### src/rtl/mts_pkg.sv
// Shared types, constants and tune ROM contents for the melody tone sequencer.
`timescale 1ns / 1ps
`default_nettype none

package mts_pkg;

    localparam int TuneCount    = 8;
    localparam int NotesPerTune = 8;
    localparam int PitchCount   = 25;

    localparam int TitleW    = $clog2(TuneCount);
    localparam int IndexW    = $clog2(NotesPerTune);
    localparam int LenW      = $clog2(NotesPerTune + 1);
    localparam int PitchIdxW = $clog2(PitchCount);
    localparam int PeriodW   = 12;
    localparam int DurW      = 10;
    localparam int VolW      = 2;

    localparam logic CMD_PLAY    = 1'b0;
    localparam logic CMD_ELAPSED = 1'b1;

    localparam logic [VolW-1:0] VOL_OFF = 2'd0;

    // Pitch index zero is a pause.
    localparam logic [PitchIdxW-1:0] PITCH_PAUSE = '0;

    typedef logic [TitleW-1:0]  title_t;
    typedef logic [IndexW-1:0]  index_t;
    typedef logic [LenW-1:0]    len_t;
    typedef logic [PeriodW-1:0] period_t;
    typedef logic [DurW-1:0]    dur_t;
    typedef logic [VolW-1:0]    vol_t;

    typedef struct packed {
        logic    tone_on;
        period_t period;
        dur_t    duration;
        len_t    length;
    } mts_note_t;

    function automatic period_t pitch_period(input logic [PitchIdxW-1:0] p);
        period_t r;
        begin
            case (p)
                5'd1:    r = 12'd3831;
                5'd2:    r = 12'd3413;
                5'd3:    r = 12'd3039;
                5'd4:    r = 12'd2863;
                5'd5:    r = 12'd2551;
                5'd6:    r = 12'd2272;
                5'd7:    r = 12'd2146;
                5'd8:    r = 12'd2024;
                5'd9:    r = 12'd1912;
                5'd10:   r = 12'd1703;
                5'd11:   r = 12'd1517;
                5'd12:   r = 12'd1432;
                5'd13:   r = 12'd1275;
                5'd14:   r = 12'd1136;
                5'd15:   r = 12'd1013;
                5'd16:   r = 12'd956;
                5'd17:   r = 12'd852;
                5'd18:   r = 12'd758;
                5'd19:   r = 12'd716;
                5'd20:   r = 12'd637;
                5'd21:   r = 12'd568;
                5'd22:   r = 12'd506;
                5'd23:   r = 12'd477;
                5'd24:   r = 12'd426;
                default: r = 12'd16;
            endcase
            return r;
        end
    endfunction

    function automatic len_t tune_len(input title_t t);
        len_t r;
        begin
            case (t)
                3'd1:    r = 4'd8;
                3'd2:    r = 4'd1;
                3'd3:    r = 4'd3;
                3'd4:    r = 4'd1;
                3'd5:    r = 4'd3;
                3'd6:    r = 4'd1;
                3'd7:    r = 4'd5;
                default: r = 4'd0;
            endcase
            return r;
        end
    endfunction

    function automatic logic [PitchIdxW-1:0] tune_pitch(input title_t t, input index_t i);
        logic [PitchIdxW-1:0] r;
        begin
            r = PITCH_PAUSE;
            case (t)
                3'd1:
                begin
                    case (i)
                        3'd0, 3'd2: r = 5'd10;
                        3'd3, 3'd5, 3'd7: r = 5'd7;
                        default: r = PITCH_PAUSE;
                    endcase
                end
                3'd2, 3'd4:
                begin
                    if (i == 3'd0)
                        r = 5'd21;
                end
                3'd3:
                begin
                    if (i == 3'd0 || i == 3'd2)
                        r = 5'd21;
                end
                3'd5:
                begin
                    case (i)
                        3'd0:    r = 5'd14;
                        3'd1:    r = 5'd16;
                        3'd2:    r = 5'd18;
                        default: r = PITCH_PAUSE;
                    endcase
                end
                3'd6:
                begin
                    if (i == 3'd0)
                        r = 5'd24;
                end
                3'd7:
                begin
                    if (i == 3'd0 || i == 3'd2 || i == 3'd4)
                        r = 5'd14;
                end
                default: r = PITCH_PAUSE;
            endcase
            return r;
        end
    endfunction

    function automatic dur_t tune_dur(input title_t t, input index_t i);
        dur_t r;
        begin
            r = '0;
            case (t)
                3'd0:
                begin
                    if (i == 3'd0)
                        r = 10'd10;
                end
                3'd1:
                begin
                    case (i)
                        3'd0, 3'd3, 3'd5: r = 10'd260;
                        3'd1, 3'd4, 3'd6: r = 10'd20;
                        default:          r = 10'd520;
                    endcase
                end
                3'd2:
                begin
                    if (i == 3'd0)
                        r = 10'd120;
                end
                3'd3:
                begin
                    case (i)
                        3'd0, 3'd2: r = 10'd60;
                        3'd1:       r = 10'd20;
                        default:    r = '0;
                    endcase
                end
                3'd4:
                begin
                    if (i == 3'd0)
                        r = 10'd300;
                end
                3'd5:
                begin
                    case (i)
                        3'd0:    r = 10'd200;
                        3'd1:    r = 10'd100;
                        3'd2:    r = 10'd75;
                        default: r = '0;
                    endcase
                end
                3'd6:
                begin
                    if (i == 3'd0)
                        r = 10'd25;
                end
                default:
                begin
                    case (i)
                        3'd0, 3'd2, 3'd4: r = 10'd350;
                        3'd1, 3'd3:       r = 10'd100;
                        default:          r = '0;
                    endcase
                end
            endcase
            return r;
        end
    endfunction

endpackage

`default_nettype wire

### src/rtl/mts_if.sv
// Valid/ready channel interfaces for sequencer requests and results.
`timescale 1ns / 1ps
`default_nettype none

interface mts_req_if;
    logic       valid;
    logic       ready;
    logic       cmd;
    logic [2:0] title;

    modport source (output valid, output cmd, output title, input ready);
    modport sink (input valid, input cmd, input title, output ready);
endinterface

interface mts_rsp_if;
    logic        valid;
    logic        ready;
    logic        started;
    logic        playing;
    logic        tone_on;
    logic [11:0] pitch_period_us;
    logic [9:0]  note_duration_ms;
    logic        finished;

    modport source (output valid, output started, output playing, output tone_on,
                    output pitch_period_us, output note_duration_ms, output finished,
                    input ready);
    modport sink (input valid, input started, input playing, input tone_on,
                  input pitch_period_us, input note_duration_ms, input finished,
                  output ready);
endinterface

`default_nettype wire

### src/rtl/mts_rom.sv
// Tune ROM lookup: note period, duration, tone flag and tune length.
`timescale 1ns / 1ps
`default_nettype none

module mts_rom (
    input  wire mts_pkg::title_t title,
    input  wire mts_pkg::index_t index,
    output mts_pkg::mts_note_t   note
);
    import mts_pkg::*;

    logic [PitchIdxW-1:0] pitch;

    always_comb
    begin
        pitch         = tune_pitch(title, index);
        note.tone_on  = (pitch != PITCH_PAUSE);
        note.period   = pitch_period(pitch);
        note.duration = tune_dur(title, index);
        note.length   = tune_len(title);
    end

endmodule

`default_nettype wire

### src/rtl/melody_tone_sequencer_top.sv
// Top level of the melody tone sequencer: state, handshakes and result register.
// Usage:
//   cfg_we/cfg_wdata set the volume level; zero blocks new play requests.
//   Write it only while no request is outstanding.
//   Each request on "item" is either a play request (cmd 0, with a title)
//   or a note-elapsed event (cmd 1). Every request yields one result on
//   "result" carrying started, playing, tone_on, the current note period and
//   duration, and finished.
//   Latency: the result is valid the cycle after the request is accepted.
//   Throughput: one request per cycle unless the receiver stalls; the next
//   state and the note lookup are one short combinational pass from the
//   state registers into the result register.
//   item.ready stays high while the result register is empty or being
//   taken; when the receiver stalls, the result holds and item.ready drops
//   until the result is taken.
//   Reset clears the volume, the playback state and the result valid flag;
//   the block comes up idle and silent.
`timescale 1ns / 1ps
`default_nettype none

module melody_tone_sequencer_top (
    input  wire logic          clk,
    input  wire logic          rst_n,
    input  wire logic          cfg_we,
    input  wire mts_pkg::vol_t cfg_wdata,
    mts_req_if.sink            item,
    mts_rsp_if.source          result
);
    import mts_pkg::*;

    vol_t      volume_reg;
    title_t    active_reg, active_next;
    index_t    index_reg, index_next;
    period_t   period_reg, period_next;
    dur_t      dur_reg, dur_next;
    logic      tone_reg, tone_next;
    logic      started_next, finished_next;

    logic      rsp_valid_reg;
    logic      rsp_started_reg, rsp_playing_reg, rsp_tone_reg, rsp_finished_reg;
    period_t   rsp_period_reg;
    dur_t      rsp_dur_reg;

    logic      accept;
    logic      idle;
    logic [LenW-1:0] next_pos;
    title_t    rom_title;
    index_t    rom_index;
    mts_note_t rom_note;

    assign item.ready = !rsp_valid_reg || result.ready;
    assign accept     = item.valid && item.ready;
    assign idle       = (active_reg == '0);
    assign next_pos   = LenW'(index_reg) + LenW'(1);

    // Look up the new title while idle, otherwise the following note.
    assign rom_title = idle ? item.title : active_reg;
    assign rom_index = idle ? '0 : next_pos[IndexW-1:0];

    mts_rom u_rom (
        .title (rom_title),
        .index (rom_index),
        .note  (rom_note)
    );

    always_comb
    begin
        active_next   = active_reg;
        index_next    = index_reg;
        period_next   = period_reg;
        dur_next      = dur_reg;
        tone_next     = tone_reg;
        started_next  = 1'b0;
        finished_next = 1'b0;
        if (item.cmd == CMD_PLAY)
        begin
            if (volume_reg != VOL_OFF && idle && item.title != '0 &&
                rom_note.length != '0)
            begin
                active_next  = item.title;
                index_next   = '0;
                period_next  = rom_note.period;
                dur_next     = rom_note.duration;
                tone_next    = rom_note.tone_on;
                started_next = 1'b1;
            end
        end
        else if (!idle)
        begin
            if (next_pos < rom_note.length)
            begin
                index_next  = next_pos[IndexW-1:0];
                period_next = rom_note.period;
                dur_next    = rom_note.duration;
                tone_next   = rom_note.tone_on;
            end
            else
            begin
                // Drop back to idle after the last note.
                active_next   = '0;
                index_next    = '0;
                period_next   = '0;
                dur_next      = '0;
                tone_next     = 1'b0;
                finished_next = 1'b1;
            end
        end
    end

    always_ff @(posedge clk or negedge rst_n)
    begin
        if (!rst_n)
        begin
            volume_reg    <= VOL_OFF;
            active_reg    <= '0;
            index_reg     <= '0;
            period_reg    <= '0;
            dur_reg       <= '0;
            tone_reg      <= 1'b0;
            rsp_valid_reg <= 1'b0;
        end
        else
        begin
            if (cfg_we)
                volume_reg <= cfg_wdata;
            if (accept)
            begin
                active_reg <= active_next;
                index_reg  <= index_next;
                period_reg <= period_next;
                dur_reg    <= dur_next;
                tone_reg   <= tone_next;
            end
            if (accept)
                rsp_valid_reg <= 1'b1;
            else if (result.ready)
                rsp_valid_reg <= 1'b0;
        end
    end

    always_ff @(posedge clk)
    begin
        if (accept)
        begin
            rsp_started_reg  <= started_next;
            rsp_playing_reg  <= (active_next != '0);
            rsp_tone_reg     <= tone_next;
            rsp_period_reg   <= period_next;
            rsp_dur_reg      <= dur_next;
            rsp_finished_reg <= finished_next;
        end
    end

    assign result.valid            = rsp_valid_reg;
    assign result.started          = rsp_started_reg;
    assign result.playing          = rsp_playing_reg;
    assign result.tone_on          = rsp_tone_reg;
    assign result.pitch_period_us  = rsp_period_reg;
    assign result.note_duration_ms = rsp_dur_reg;
    assign result.finished         = rsp_finished_reg;

    a_start_finish_exclusive: assert property (@(posedge clk) disable iff (!rst_n)
        result.valid |-> !(result.started && result.finished))
        else $error("started and finished in the same result");

    a_finish_goes_idle: assert property (@(posedge clk) disable iff (!rst_n)
        (result.valid && result.finished) |-> (!result.playing && !result.tone_on))
        else $error("finished result still reports playback");

    a_idle_is_silent: assert property (@(posedge clk) disable iff (!rst_n)
        (result.valid && !result.playing) |->
            (result.pitch_period_us == '0 && result.note_duration_ms == '0))
        else $error("idle result carries a note");

    a_start_sets_title: assert property (@(posedge clk) disable iff (!rst_n)
        (accept && started_next) |=> (active_reg != '0 && index_reg == '0))
        else $error("accepted start did not load a title");

    a_stall_holds_result: assert property (@(posedge clk) disable iff (!rst_n)
        (rsp_valid_reg && !result.ready) |=>
            (rsp_valid_reg && $stable(rsp_period_reg) && $stable(rsp_dur_reg)))
        else $error("result changed while stalled");

endmodule

`default_nettype wire
### src/flat_wrapper.sv
// flat-port wrapper written by rule: the top's interface ports become plain ports
module melody_tone_sequencer_top_flat import mts_pkg::*;
  (clk, rst_n, cfg_we, cfg_wdata, item_valid, item_cmd, item_title, item_ready, result_valid, result_started, result_playing, result_tone_on, result_pitch_period_us, result_note_duration_ms, result_finished, result_ready);
  mts_req_if item_i ();
  mts_rsp_if result_i ();
  input  wire logic clk;
  input  wire logic rst_n;
  input  wire logic cfg_we;
  input  wire mts_pkg::vol_t cfg_wdata;
  input wire logic [$bits(item_i.valid)-1:0] item_valid;
  input wire logic [$bits(item_i.cmd)-1:0] item_cmd;
  input wire logic [$bits(item_i.title)-1:0] item_title;
  output wire logic [$bits(item_i.ready)-1:0] item_ready;
  output wire logic [$bits(result_i.valid)-1:0] result_valid;
  output wire logic [$bits(result_i.started)-1:0] result_started;
  output wire logic [$bits(result_i.playing)-1:0] result_playing;
  output wire logic [$bits(result_i.tone_on)-1:0] result_tone_on;
  output wire logic [$bits(result_i.pitch_period_us)-1:0] result_pitch_period_us;
  output wire logic [$bits(result_i.note_duration_ms)-1:0] result_note_duration_ms;
  output wire logic [$bits(result_i.finished)-1:0] result_finished;
  input wire logic [$bits(result_i.ready)-1:0] result_ready;
  assign item_i.valid = item_valid;
  assign item_i.cmd = item_cmd;
  assign item_i.title = item_title;
  assign item_ready = item_i.ready;
  assign result_valid = result_i.valid;
  assign result_started = result_i.started;
  assign result_playing = result_i.playing;
  assign result_tone_on = result_i.tone_on;
  assign result_pitch_period_us = result_i.pitch_period_us;
  assign result_note_duration_ms = result_i.note_duration_ms;
  assign result_finished = result_i.finished;
  assign result_i.ready = result_ready;
  melody_tone_sequencer_top u_core (.clk(clk), .rst_n(rst_n), .cfg_we(cfg_we), .cfg_wdata(cfg_wdata), .item(item_i), .result(result_i));
endmodule
### config.mk
export PLATFORM = sky130hd
export DESIGN_NAME = melody_tone_sequencer_top_flat
export DESIGN_NICKNAME = d
export VERILOG_FILES = /design/src/rtl/mts_pkg.sv /design/src/rtl/mts_if.sv /design/src/rtl/mts_rom.sv /design/src/rtl/melody_tone_sequencer_top.sv /design/src/flat_wrapper.sv
export SDC_FILE = /design/constraint.sdc
export NUM_CORES = 1
export LEC_CHECK = 0
export BUFFER_PORTS_ARGS = -buffer_cell sky130_fd_sc_hd__buf_2
export CAP_MARGIN = 20
export CELL_PAD_IN_SITES_DETAIL_PLACEMENT = 1
export CELL_PAD_IN_SITES_GLOBAL_PLACEMENT = 2
export CORE_MARGIN = 2
export CORE_UTILIZATION = 35
export CTS_BUF_LIST = sky130_fd_sc_hd__clkbuf_8
export CTS_CLUSTER_SIZE = 24
export DETAILED_ROUTE_END_ITERATION = 7
export PLACE_DENSITY = 0.73
export SLEW_MARGIN = 20
export SYNTH_ARGS = -nofsm -noshare
export SYNTH_HDL_FRONTEND = slang
export SYNTH_SLANG_ARGS = --single-unit
### constraint.sdc
create_clock -name clk -period 5.3 [get_ports clk]
set_input_delay 0.265 -clock clk [delete_from_list [all_inputs] [get_ports clk]]
set_output_delay 0.265 -clock clk [all_outputs]
set_load 0.005 [all_outputs]
* Word-level counts from Yosys, hierarchy flattened
Memory sizes are Yosys's and may differ from the RTL's.
Cells that the tools add are included.
Widths: inputs -> output; s select.
** Operators by class
- Add/sub/neg operators :: 1
- Equal/unequal tests :: 15
- Reduce and logical (&&, ||, !) cells :: 29
- Mux-type cells :: 43
- Bitwise operators :: 1
- Magnitude comparators :: 1
** Operators with widths (count)
- $pmux 10 s7 :: 1
- $mux 12 :: 4
- $mux 10 :: 4
- $mux 3 :: 10
- $pmux 5 s6 :: 1
- $eq 3x3->1 const B :: 8
- $pmux 8 s3 :: 1
- $mux 5 :: 4
- $pmux 10 s2 :: 1
- $pmux 9 s2 :: 1
- $pmux 4 s4 :: 1
- $pmux 5 s3 :: 1
- $reduce_or 3->1 :: 5
- $eq 3x2->1 const B :: 4
- $pmux 6 s2 :: 1
- $reduce_or 2->1 :: 5
- $logic_not 3->1 :: 3
- $mux 9 :: 1
- $mux 1 :: 8
- $mux 4 :: 2
- $pmux 4 s2 :: 1
- $mux 7 :: 1
- $eq 3x1->1 const B :: 2
- $reduce_bool 2->1 :: 3
- other kinds (11) :: 17
** Word-level totals
- Bits in registers :: 58
- Output and inout bits :: 28
- Memories :: 1
- Word-level logic and storage cells :: 104
- Input bits :: 11
- Bits in read-only memories :: 384
** Memory list
- (no name shown) :: words 32, width 12, read ports 1, clocked after Yosys merged registers in 0, wr ports 0, line mts_pkg.sv:44 : case (p)

* Logic depth before layout (Yosys ltp)
Gate-level depths: netlist (run 1).
- Depth in word-level cells :: 11
- Mapped depth :: 14

* Modules after synthesis
From an unflattened synthesis (run 1), not the netlist that was laid out.
** Second synthesis, totals
- Cells, all modules :: 376
- Area total of the unflattened synthesis :: 3749.8 µm²
** By module, submodules not included
- melody_tone_sequencer_top :: area each 2617.5 µm², cells each 188, times used 1, sequential area each 1581.5 µm²
- mts_rom :: area each 1132.3 µm², cells each 188, times used 1, sequential area each 0.0 µm²

* Least setup slack after synthesis (run 1)
No wires, ideal clock.
- Path type :: register -> register
- Start point :: register u_core.active_reg[2]
- End point :: register u_core.rsp_period_reg[3] (netlist: u_core.result.pitch_period_us[3]), data pin
- Cell stages (with the launch flop) :: 14
- Path slack :: 2.118 ns
- Clock period less this slack :: 3.182 ns
- Setup time :: 0.158 ns
- Arrival time :: 3.024 ns
- Buffers on the path :: 3
- Cell sequence :: dfrtp_1 buf_6 or3_4 buf_6 o31ai_1 nor3_1 ha_1 nor2b_1 a311o_1 a21o_1 o21ai_0 buf_4 o211ai_1 o211ai_1
** On the way
- Word-level cells in the longest chain between the ends :: 11
- Elaborated cells between the ends (all ways) :: 42
- Classes of those cells :: order compare (1); eq/ne (13); mux (14); reduce/logical (13); memory (1)
** RTL lines
- start, declared :: line melody_tone_sequencer_top.sv:32 : title_t active_reg, active_next;
- start signal, assigned :: line melody_tone_sequencer_top.sv:128 : active_reg <= active_next;
- branches (longest 10 deep; another with $mem_v2 32x12)
- $mux 12 (*) :: line melody_tone_sequencer_top.sv:75 : if (item.cmd == CMD_PLAY)
- net u_core.period_next[3] :: line melody_tone_sequencer_top.sv:34 : period_t period_reg, period_next;
- end signal, assigned :: line melody_tone_sequencer_top.sv:148 : rsp_period_reg <= period_next;
- end, declared :: line melody_tone_sequencer_top.sv:41 : period_t rsp_period_reg;
Mark *: on every way through the listed nets, which the timed path passes.
A chain may end at the register's enable or synchronous reset.

* Worst setup path after layout (run 1)
- Start point :: register u_core.index_reg[0]
- End point :: register u_core.rsp_tone_reg (netlist: u_core.result.tone_on), data pin
** On the way
- Word-level cells in the longest chain between the ends :: 11
- Elaborated cells between the ends (all ways) :: 26
- Classes of those cells :: add/sub (1); order compare (1); eq/ne (6); mux (12); reduce/logical (6)
** RTL lines
- start, declared :: line melody_tone_sequencer_top.sv:33 : index_t index_reg, index_next;
- start signal, assigned :: line melody_tone_sequencer_top.sv:129 : index_reg <= index_next;
- $add 3x1->4 (*) :: line melody_tone_sequencer_top.sv:54 : assign next_pos = LenW'(index_reg) + LenW'(1);
- branches (longest 9 deep; another with $pmux 5 s6)
- $mux 1 (*) :: line melody_tone_sequencer_top.sv:75
- net u_core.tone_next :: line melody_tone_sequencer_top.sv:36 : logic tone_reg, tone_next;
- end signal, assigned :: line melody_tone_sequencer_top.sv:147 : rsp_tone_reg <= tone_next;
- end, declared :: line melody_tone_sequencer_top.sv:40 : logic rsp_started_reg, rsp_playing_reg, rsp_tone_reg, rsp_finished_reg;
Marks and branches as above.

==> results of run 1 <==
worst max-delay path, cell delays in order, from the launching register on:
cell	delay, ns
dfrtp_1	0.58
ha_1	0.38
xnor2_2	0.38
inv_1	0.29
o211ai_1	0.27
a31oi_1	0.12
a211oi_1	0.53
ha_1	0.40
inv_1	0.14
nor4_1	0.38
and3_1	0.24
o21ai_0	0.08
cell families after synthesis:
family                     count (synthesis)
buffers and inverters                     37
adders and majority gates                 10
xor gates and xnor gates                   5
DFF                                       58
muxes                                      2
and+or+nand+nor                          132
AOI/OAI and AO/OA                        125
worst max-delay path by stage:
stage,depth (start not counted),endpoint,slack [ns],start
2_1_floorplan,13,u_core.result.pitch_period_us[3],2.12,u_core.active_reg[2]
3_3_place_gp,10,u_core.period_reg[8],1.24,u_core.active_reg[1]
3_5_place_dp,11,u_core.result.tone_on,1.29,u_core.index_reg[0]
4_1_cts,10,u_core.period_reg[8],1.25,u_core.active_reg[1]
5_1_grt,11,u_core.result.tone_on,0.94,u_core.index_reg[0]
6_report,11,u_core.result.tone_on,1.23,u_core.index_reg[0]
layout make-up:
type                    count  area (sq um)
well taps                 133           166
fillers                  1158          5790
clock buffers              10           138
repair buffers             41           213
clock inverters             6          81.3
flip-flops and latches     58          1580
multi-input cells         274          1800
inverters                  13          48.8
power by group through the flow:
stage          Combinational, W  Clock (W)  Sequential [W]
6_report                0.00161   0.000462        0.000778
4_1_cts                 0.00161   0.000470        0.000778
3_5_place_dp            0.00160          0        0.000786
2_1_floorplan           0.00122          0        0.000741
5_1_grt                 0.00180   0.000493        0.000799
3_3_place_gp            0.00158          0        0.000780
cells in the mapped netlist, types with 7 or more instances:
library cell | number | share of area, %
inv_1 | 13 | 1.4
nor3_1 | 8 | 1.1
dfrtp_1 | 32 | 22
o31ai_1 | 7 | 1.5
or3_1 | 7 | 1.2
ha_1 | 10 | 3.5
nor2_1 | 20 | 2.1
buf_2 | 9 | 1.3
nand3_1 | 9 | 1.3
o21ai_0 | 20 | 2.8
a21oi_1 | 16 | 2.2
edfxtp_1 | 26 | 22
nand2_1 | 46 | 4.8
a21o_1 | 8 | 1.7
clkbuf_1 | 8 | 0.84
a22o_1 | 14 | 3.4
routing by layer:
| metal | track usage, % | up-vias |
|---|---|---|
| li1 | - | 1451 |
| met5 | 0 | - |
| met3 | 3.68 | 8 |
| met1 | 28.0 | 1525 |
| met4 | 4.00 | 0 |
| met2 | 30.0 | 75 |
metrics by stage:
step                cells  area [sq um]
CTS                   535          4030
global placement      519          3810
detailed placement    519          3810
floorplan             369          3570
finish                535          4030
global route          535          4030
==> results.json, run 1 <==
{
  "grt_overflow": 0,
  "arrival_ns": 4.13,
  "die-area_sq_mm": 0.0110,
  "fin_crit_sh_pct": 76.8,
  "portBuffers": 38,
  "cp_max_fo": 18,
  "synthXorXnorAreaFrac_pct": 1.86,
  "maxSlewViolCount": 0,
  "synth_top_family_by_area": "compound AO/OA/AOI/OAI gates",
  "drive_above_1_share_pct": 17.2,
  "synth_cell_types": 72,
  "grt_setup_unrepaired": "false",
  "drc": 0,
  "post_cts_buffers": 0,
  "finalCriticalPeriod_ns": 4.07,
  "switching_share_pct": 46.4,
  "ios": 39,
  "synth_edf_count": 26,
  "grt_pass1_vias": 3091,
  "syn_avg_cell_area_sq_um": 9.68,
  "cts-hold-fix-buffers": 0,
  "synthMuxAreaShare_pct": 0.631,
  "highest_layer": "met4",
  "hpwl_mm": 7.13,
  "synth_top_flop_cell": "dfrtp_1",
  "antenna_cells": 0,
  "crit_path_start_kind": "flip-flop",
  "ys_seq_area_share_pct": 44.3,
  "power_w": 0.00285,
  "path_class": "flip-flop to flip-flop",
  "p_leak_nw": 1.71,
  "whs_ns": 0.00705,
  "ys_seq_elements": 58,
  "async_flop_share_pct": 55.2,
  "drtAntennaViolNets": 0,
  "rr_startpoint": "u_core.index_reg[0]",
  "hp-class": "input port to asynchronous set/reset pin",
  "crit_path_end_kind": "flip-flop",
  "setup_violations": 0,
  "synth-adder-area-share_pct": 3.50,
  "cts_buffer_depth": 2,
  "max-slew-margin-rel_pct": 32.4,
  "p_seq_share_pct": 27.3,
  "intPower_w": 0.00153,
  "wl_met3_microns": 487,
  "wl_per_cell_microns": 18.9,
  "place_congestion": 0.826,
  "syn2layout_area_growth_pct": 12.9,
  "cts_max_level": 3,
  "status": "completed",
  "r2r_cells": 11,
  "viasPerCell": 5.72,
  "fin_util_pct": 41.0,
  "finalHoldViolCount": 0,
  "setup_tns_ns": 0,
  "clock-sinks": 58,
  "skew_ns": 0.0120,
  "synth_nets": 390,
  "power_frac_clock_pct": 16.2,
  "place_ws_ns": 1.29,
  "peakVddDrop_mv": 0.202,
  "powerDensity_mw_per_mm2": 707,
  "grt_max_degree": 33,
  "power_frac_comb_pct": 56.5,
  "cts_tree": "done",
  "synth_compound_area_share_pct": 25.5,
  "drv_cap": 0,
  "antenna_found_initial": 0,
  "nets": 418,
  "power.switching_w": 0.00132,
  "r2r_slack_ns": 1.23,
  "core_region_area_sq_mm": 0.00982,
  "r2r-end": "u_core.result.tone_on",
  "syn-cell-area_sq_mm": 0.00357,
  "drt_iter0_markers": 190,
  "numCtsBuffers": 9,
  "die_w_microns": 105,
  "track_usage_pct": 19.3,
  "num_vias": 3059,
  "max_freq_mhz": 246,
  "cts_resized": 0,
  "mostFrequentLayoutCell": "nand2_1",
  "insertion_delay_ns": 0.34,
  "wl_met1_mm": 5.08,
  "yosysWarnings": 0,
  "rows": 36,
  "grt_pass1_wl_mm": 16.7,
  "first_pass_iters": 4,
  "clkTransAtPathRegs_ns": 0.07,
  "tightest_slew_ns": 1.01,
  "syn_inst": 369,
  "synth_simple_gate_area_share_pct": 19.0,
  "required_ns": 5.36,
  "dr_wl_met2_mm": 4.48,
  "final_cell_mix": "nand2_1 (46), buf_2 (38), dfrtp_1 (32)",
  "start_util_pct": 36.4,
  "wl_mm": 10.1,
  "finalWorstSetupSlack_ns": 1.23,
  "dieHeight_microns": 105,
  "root_buffer": "clkbuf_8"
}
Power figures use the tool's default switching activity.
==> run 2: changes to the inputs <==
--- a/config.mk
+++ b/config.mk
@@ -14,7 +14,7 @@
 export CTS_BUF_LIST = sky130_fd_sc_hd__clkbuf_8
 export CTS_CLUSTER_SIZE = 24
 export DETAILED_ROUTE_END_ITERATION = 7
-export PLACE_DENSITY = 0.73
+export PLACE_DENSITY = 0.76
 export SLEW_MARGIN = 20
 export SYNTH_ARGS = -nofsm -noshare
 export SYNTH_HDL_FRONTEND = slang
==> constraint.sdc (replaced) <==
create_clock -name clk -period 3.45 [get_ports clk]
set_input_delay 0.1725 -clock clk [delete_from_list [all_inputs] [get_ports clk]]
set_output_delay 0.1725 -clock clk [all_outputs]
set_load 0.005 [all_outputs]
==> results.json, run 2 (synthesis results as in run 1) <==
{
  "status": "completed",
  "max_freq_mhz": 311,
  "postPlaceCellArea_sq_mm": 0.00397,
  "power_frac_clock_pct": 16.0,
  "stdcell_area_sq_mm": 0.00423,
  "crit_path_end_kind": "flip-flop",
  "p_leak_nw": 1.83,
  "clkTransAtPathRegs_ns": 0.07,
  "wl_mm": 10.4,
  "ios": 39,
  "min-delay-start": "item_valid",
  "drive_above_1_share_pct": 21.5,
  "critPathCapture": "u_core.result.pitch_period_us[7]",
  "switching_share_pct": 44.8,
  "grt_pass1_wl_mm": 17.3,
  "clock-sinks": 58,
  "tightest_slew_ns": 1.10,
  "post_cts_buffers": 0,
  "hp-class": "input port to flip-flop",
  "crit_path_top_delay_cell": "dfrtp_1",
  "antenna_cells": 0,
  "grt_overflow": 0,
  "finalHoldViolCount": 0,
  "drv_cap": 0,
  "drtAntennaViolNets": 0,
  "cts_max_level": 3,
  "viasPerCell": 5.66,
  "required_ns": 3.66,
  "hpwl_mm": 7.56,
  "rr_startpoint": "u_core.index_reg[1]",
  "max-slew-margin-rel_pct": 26.8,
  "final_cell_mix": "nand2_1 (46), buf_2 (38), dfrtp_1 (32)",
  "syn2layout_area_growth_pct": 18.5,
  "track_usage_pct": 19.7,
  "wl_per_cell_microns": 18.7,
  "powerDensity_mw_per_mm2": 1110,
  "drt_iter0_markers": 179,
  "cp_max_fo": 5,
  "num_vias": 3148,
  "grt_setup_unrepaired": "false",
  "nets": 439,
  "skew_ns": 0.0101,
  "maxSlewViolCount": 0,
  "grt_max_degree": 33,
  "r2r-end": "u_core.result.pitch_period_us[7]",
  "path_common_cell": "ha_1",
  "intPower_w": 0.00259,
  "first_pass_iters": 4,
  "r2r_slack_ns": 0.23,
  "finalCriticalPeriod_ns": 3.22,
  "die-area_sq_mm": 0.0110,
  "max_stage_delay_ns": 0.41,
  "cts_tree": "done",
  "grt_pass1_vias": 3199,
  "setup_tns_ns": 0,
  "fin_crit_sh_pct": 93.2,
  "p_seq_share_pct": 23.8,
  "power.switching_w": 0.00210,
  "regArea_sq_mm": 0.00158,
  "numCtsBuffers": 9,
  "portBuffers": 38,
  "start_util_pct": 36.4,
  "holdPathStages": 2,
  "multi_input_area_sq_mm": 0.00182,
  "mostFrequentLayoutCell": "nand2_1",
  "root_buffer": "clkbuf_8",
  "rows": 36,
  "die_w_microns": 105,
  "antenna_found_initial": 0,
  "place_congestion": 0.875,
  "drc": 0,
  "crit_chain": "ha_1, xnor2_2, buf_4, a21oi_1, a31o_2, nor2_1, inv_1, ha_1, or3_1, o311ai_1, a22o_1",
  "core_region_area_sq_mm": 0.00982,
  "dieHeight_microns": 105,
  "cts_buffer_depth": 2,
  "insertion_delay_ns": 0.34,
  "r2r_cells": 11,
  "crit_start": "u_core.index_reg[1]",
  "path_class": "flip-flop to flip-flop",
  "crit_path_start_kind": "flip-flop",
  "arrival_ns": 3.43,
  "fillers": 1175,
  "power_frac_comb_pct": 60.2,
  "peakVddDrop_mv": 0.361,
  "setup_violations": 0
}
## run 2: timing repair
item,4_1_cts,5_1_grt
hold buffers,1,0
endpoints found under the setup margin,0,16
resized for setup,0,4
endpoints found under the hold margin,32,0
## run 2: worst max-delay path: cells and delay by family (launching register included)
kind	cells	cell delay (ns)
buf+inv	2	0.31
fa+ha+maj	2	0.51
flops	1	0.41
xor+xnor	1	0.29
compound gates	4	0.88
simple gates	2	0.70
## run 2: stage by stage
stage               total power [W]  worst slack [ns]  cells  hold WS (ns)  util, %
finish                      0.00470             0.233    556        0.0353     43.1
global route                0.00506            0.0138    556        0.0294     43.1
CTS                         0.00467            0.0929    556        0.0271     43.0
detailed placement          0.00389             0.120    539         0.314     40.5
global placement            0.00384             0.236    539         0.305     40.5
floorplan                   0.00301             0.268    369        -0.123        -
## run 2: how the worst min path moves through the flow
stage / end
floorplan: u_core.active_reg[0]
global placement: u_core.active_reg[2]
detailed placement: u_core.index_reg[0]
CTS: u_core.result.valid
global route: u_core.result.valid
finish: u_core.result.valid
## run 2: area by class of cell
| cell class | count | share of cell area (%) |
|---|---|---|
| tap | 133 | 3.93 |
| multi-input combinational | 274 | 42.9 |
| inverter | 13 | 1.15 |
| clock inverter | 7 | 2.60 |
| timing repair buffer | 62 | 9.10 |
| sequential | 58 | 37.4 |
| clock buffer | 9 | 2.93 |
## run 2: layer usage
metal / routed length (microns) / track usage (%) / vias to the layer above
met5: 0 / 0 / -
met4: 106 / 5.14 / 0
met3: 240 / 3.68 / 9
met2: 4740 / 30.0 / 47
met1: 5280 / 28.8 / 1597
li1: - / - / 1495
## run 2: power groups by stage
stage	combinational, W	clock, W	sequential, W
5_1_grt	0.00312	0.000798	0.00115
4_1_cts	0.00278	0.000763	0.00112
6_report	0.00283	0.000750	0.00112
3_5_place_dp	0.00276	0	0.00113
2_1_floorplan	0.00187	0	0.00114
3_3_place_gp	0.00272	0	0.00112
==> run 3: changes to the inputs <==
--- a/config.mk
+++ b/config.mk
@@ -5,7 +5,7 @@
 export SDC_FILE = /design/constraint.sdc
 export NUM_CORES = 1
 export LEC_CHECK = 0
-export BUFFER_PORTS_ARGS = -buffer_cell sky130_fd_sc_hd__buf_2
+export BUFFER_PORTS_ARGS = -buffer_cell sky130_fd_sc_hd__buf_4
 export CAP_MARGIN = 20
 export CELL_PAD_IN_SITES_DETAIL_PLACEMENT = 1
 export CELL_PAD_IN_SITES_GLOBAL_PLACEMENT = 2
==> results.json, run 3 (synthesis results as in run 1) <==
{
  "wl_per_cell_microns": 18.9,
  "max_stage_delay_ns": 0.44,
  "wl_mm": 10.5,
  "maxSlewViolCount": 0,
  "place_congestion": 0.890,
  "hpwl_mm": 7.72,
  "mostFrequentLayoutCell": "buf_4",
  "status": "completed",
  "holdPathStages": 2,
  "die_w_microns": 105,
  "rows": 36,
  "path_class": "flip-flop to flip-flop",
  "antenna_found_initial": 0,
  "intPower_w": 0.00244,
  "first_pass_iters": 4,
  "root_buffer": "clkbuf_8",
  "nets": 442,
  "path_common_cell": "ha_1",
  "crit_path_top_delay_cell": "o311ai_1",
  "crit_path_end_kind": "flip-flop",
  "grt_overflow": 0,
  "r2r_slack_ns": 0.23,
  "setup_violations": 0,
  "final_cell_mix": "buf_4 (64), nand2_1 (46), dfrtp_1 (32)",
  "track_usage_pct": 19.9,
  "syn2layout_area_growth_pct": 19.4,
  "finalCriticalPeriod_ns": 3.22,
  "worst_path_dominant_cell_family": "compound AO/OA/AOI/OAI gates",
  "drtAntennaViolNets": 0,
  "cp.buffers_inverters": 2,
  "p_seq_share_pct": 24.9,
  "p_leak_nw": 1.83,
  "clock-sinks": 58,
  "portBuffers": 38,
  "power_frac_comb_pct": 62.7,
  "fillers": 1167,
  "multi_input_area_sq_mm": 0.00181,
  "cp_max_fo": 5,
  "power.switching_w": 0.00209,
  "drc": 0,
  "crit_cells": 11,
  "ios": 39,
  "hp-class": "input port to flip-flop",
  "arrival_ns": 3.42,
  "grt_pass1_vias": 3240,
  "peakVddDrop_mv": 0.272,
  "drt_iter0_markers": 165,
  "grt_setup_unrepaired": "false",
  "r2r_cells": 11,
  "powerDensity_mw_per_mm2": 1060,
  "setup_tns_ns": 0,
  "power_frac_clock_pct": 12.4,
  "num_vias": 3153,
  "start_util_pct": 36.4,
  "cts_buffer_depth": 2,
  "tightest_slew_ns": 0.945,
  "drive_above_1_share_pct": 21.8,
  "finalHoldViolCount": 0,
  "required_ns": 3.65,
  "cts_max_level": 3,
  "numCtsBuffers": 9,
  "crit_path_start_kind": "flip-flop",
  "whs_ns": 0.0384,
  "crit_chain": "ha_1, xnor2_2, buf_4, a21oi_1, a31o_2, nor2_1, inv_1, ha_1, or3_1, o311ai_1, a22o_1",
  "viasPerCell": 5.64,
  "switching_share_pct": 46.2,
  "skew_ns": 0.0115,
  "fin_crit_sh_pct": 93.2,
  "drv_cap": 0,
  "cts_tree": "done",
  "regArea_sq_mm": 0.00158,
  "die-area_sq_mm": 0.0110,
  "grt_max_degree": 35,
  "antenna_cells": 0,
  "max_freq_mhz": 311,
  "dieHeight_microns": 105,
  "insertion_delay_ns": 0.34,
  "max-slew-margin-rel_pct": 37.0,
  "core_region_area_sq_mm": 0.00982,
  "clkTransAtPathRegs_ns": 0.07,
  "grt_pass1_wl_mm": 17.3
}
-- run 3: cell count changes in the layout (fill, tap and decap cells not counted), moves of 2 or more --
| cell | change |
|---|---|
| buf_4 | +42 |
| buf_2 | -38 |
| bufinv_16 | -3 |
| clkinv_2 | +2 |
-- run 3: power by group through the flow --
stage / combinational (W) / clock [W] / sequential (W)
finish: 0.00284 / 0.000562 / 0.00113
global route: 0.00315 / 0.000606 / 0.00115
floorplan: 0.00187 / 0 / 0.00114
CTS: 0.00284 / 0.000579 / 0.00113
global placement: 0.00279 / 0 / 0.00113
detailed placement: 0.00282 / 0 / 0.00114
-- run 3: area by class of cell --
type	instances	area share [%]
clock buffer	10	3.23
clock inverter	6	0.792
inverter	13	1.14
multi-input combinational	274	42.4
sequential	58	37.1
tap	133	3.90
timing repair buffer	65	11.5
-- run 3: layer usage --
layer | wire (microns) | up-vias | global-route usage (%)
met5 | 0 | - | 0
met4 | 99 | 0 | 4.00
met3 | 382 | 9 | 4.05
met2 | 4720 | 57 | 30.8
met1 | 5340 | 1580 | 28.8
li1 | - | 1507 | -
-- run 3: path summary, 6_finish.rpt --
check / start / to
max in group asynchronous: rst_n / u_core.period_reg[7]
min: item_valid / u_core.result.valid
min in group asynchronous: rst_n / u_core.period_reg[6]
max reg2reg: u_core.index_reg[0] / u_core.result.pitch_period_us[7]
min reg2reg: u_core.dur_reg[9] / u_core.dur_reg[9]
max: u_core.index_reg[0] / u_core.result.pitch_period_us[7]
-- run 3: through the flow --
step	total power (W)	area [sq um]	utilization, %	worst slack (ns)	cells
2_1_floorplan	0.00301	3570	-	0.268	369
3_3_place_gp	0.00391	4080	41.5	0.279	542
3_5_place_dp	0.00396	4080	41.5	0.248	542
4_1_cts	0.00454	4260	43.4	0.231	559
5_1_grt	0.00491	4270	43.4	0.0431	559
6_report	0.00453	4270	43.4	0.233	559
-- run 3: worst register-to-register path: cells and delay by family, from the launching register on --
family / cells / cell delay, ns
AO/OA/AOI/OAI: 4 / 1.05
buffers and inverters: 2 / 0.28
adder cells (fa/ha/maj): 2 / 0.51
AND/OR/NAND/NOR: 2 / 0.59
flip-flops: 1 / 0.39
XOR/XNOR: 1 / 0.26
-- run 3: what timing repair did --
item / CTS / global route
hold buffers: 1 / 0
resized for setup: 0 / 1
setup buffers: 0 / 0
endpoints found under the hold margin: 32 / 0
endpoints found under the setup margin: 0 / 4
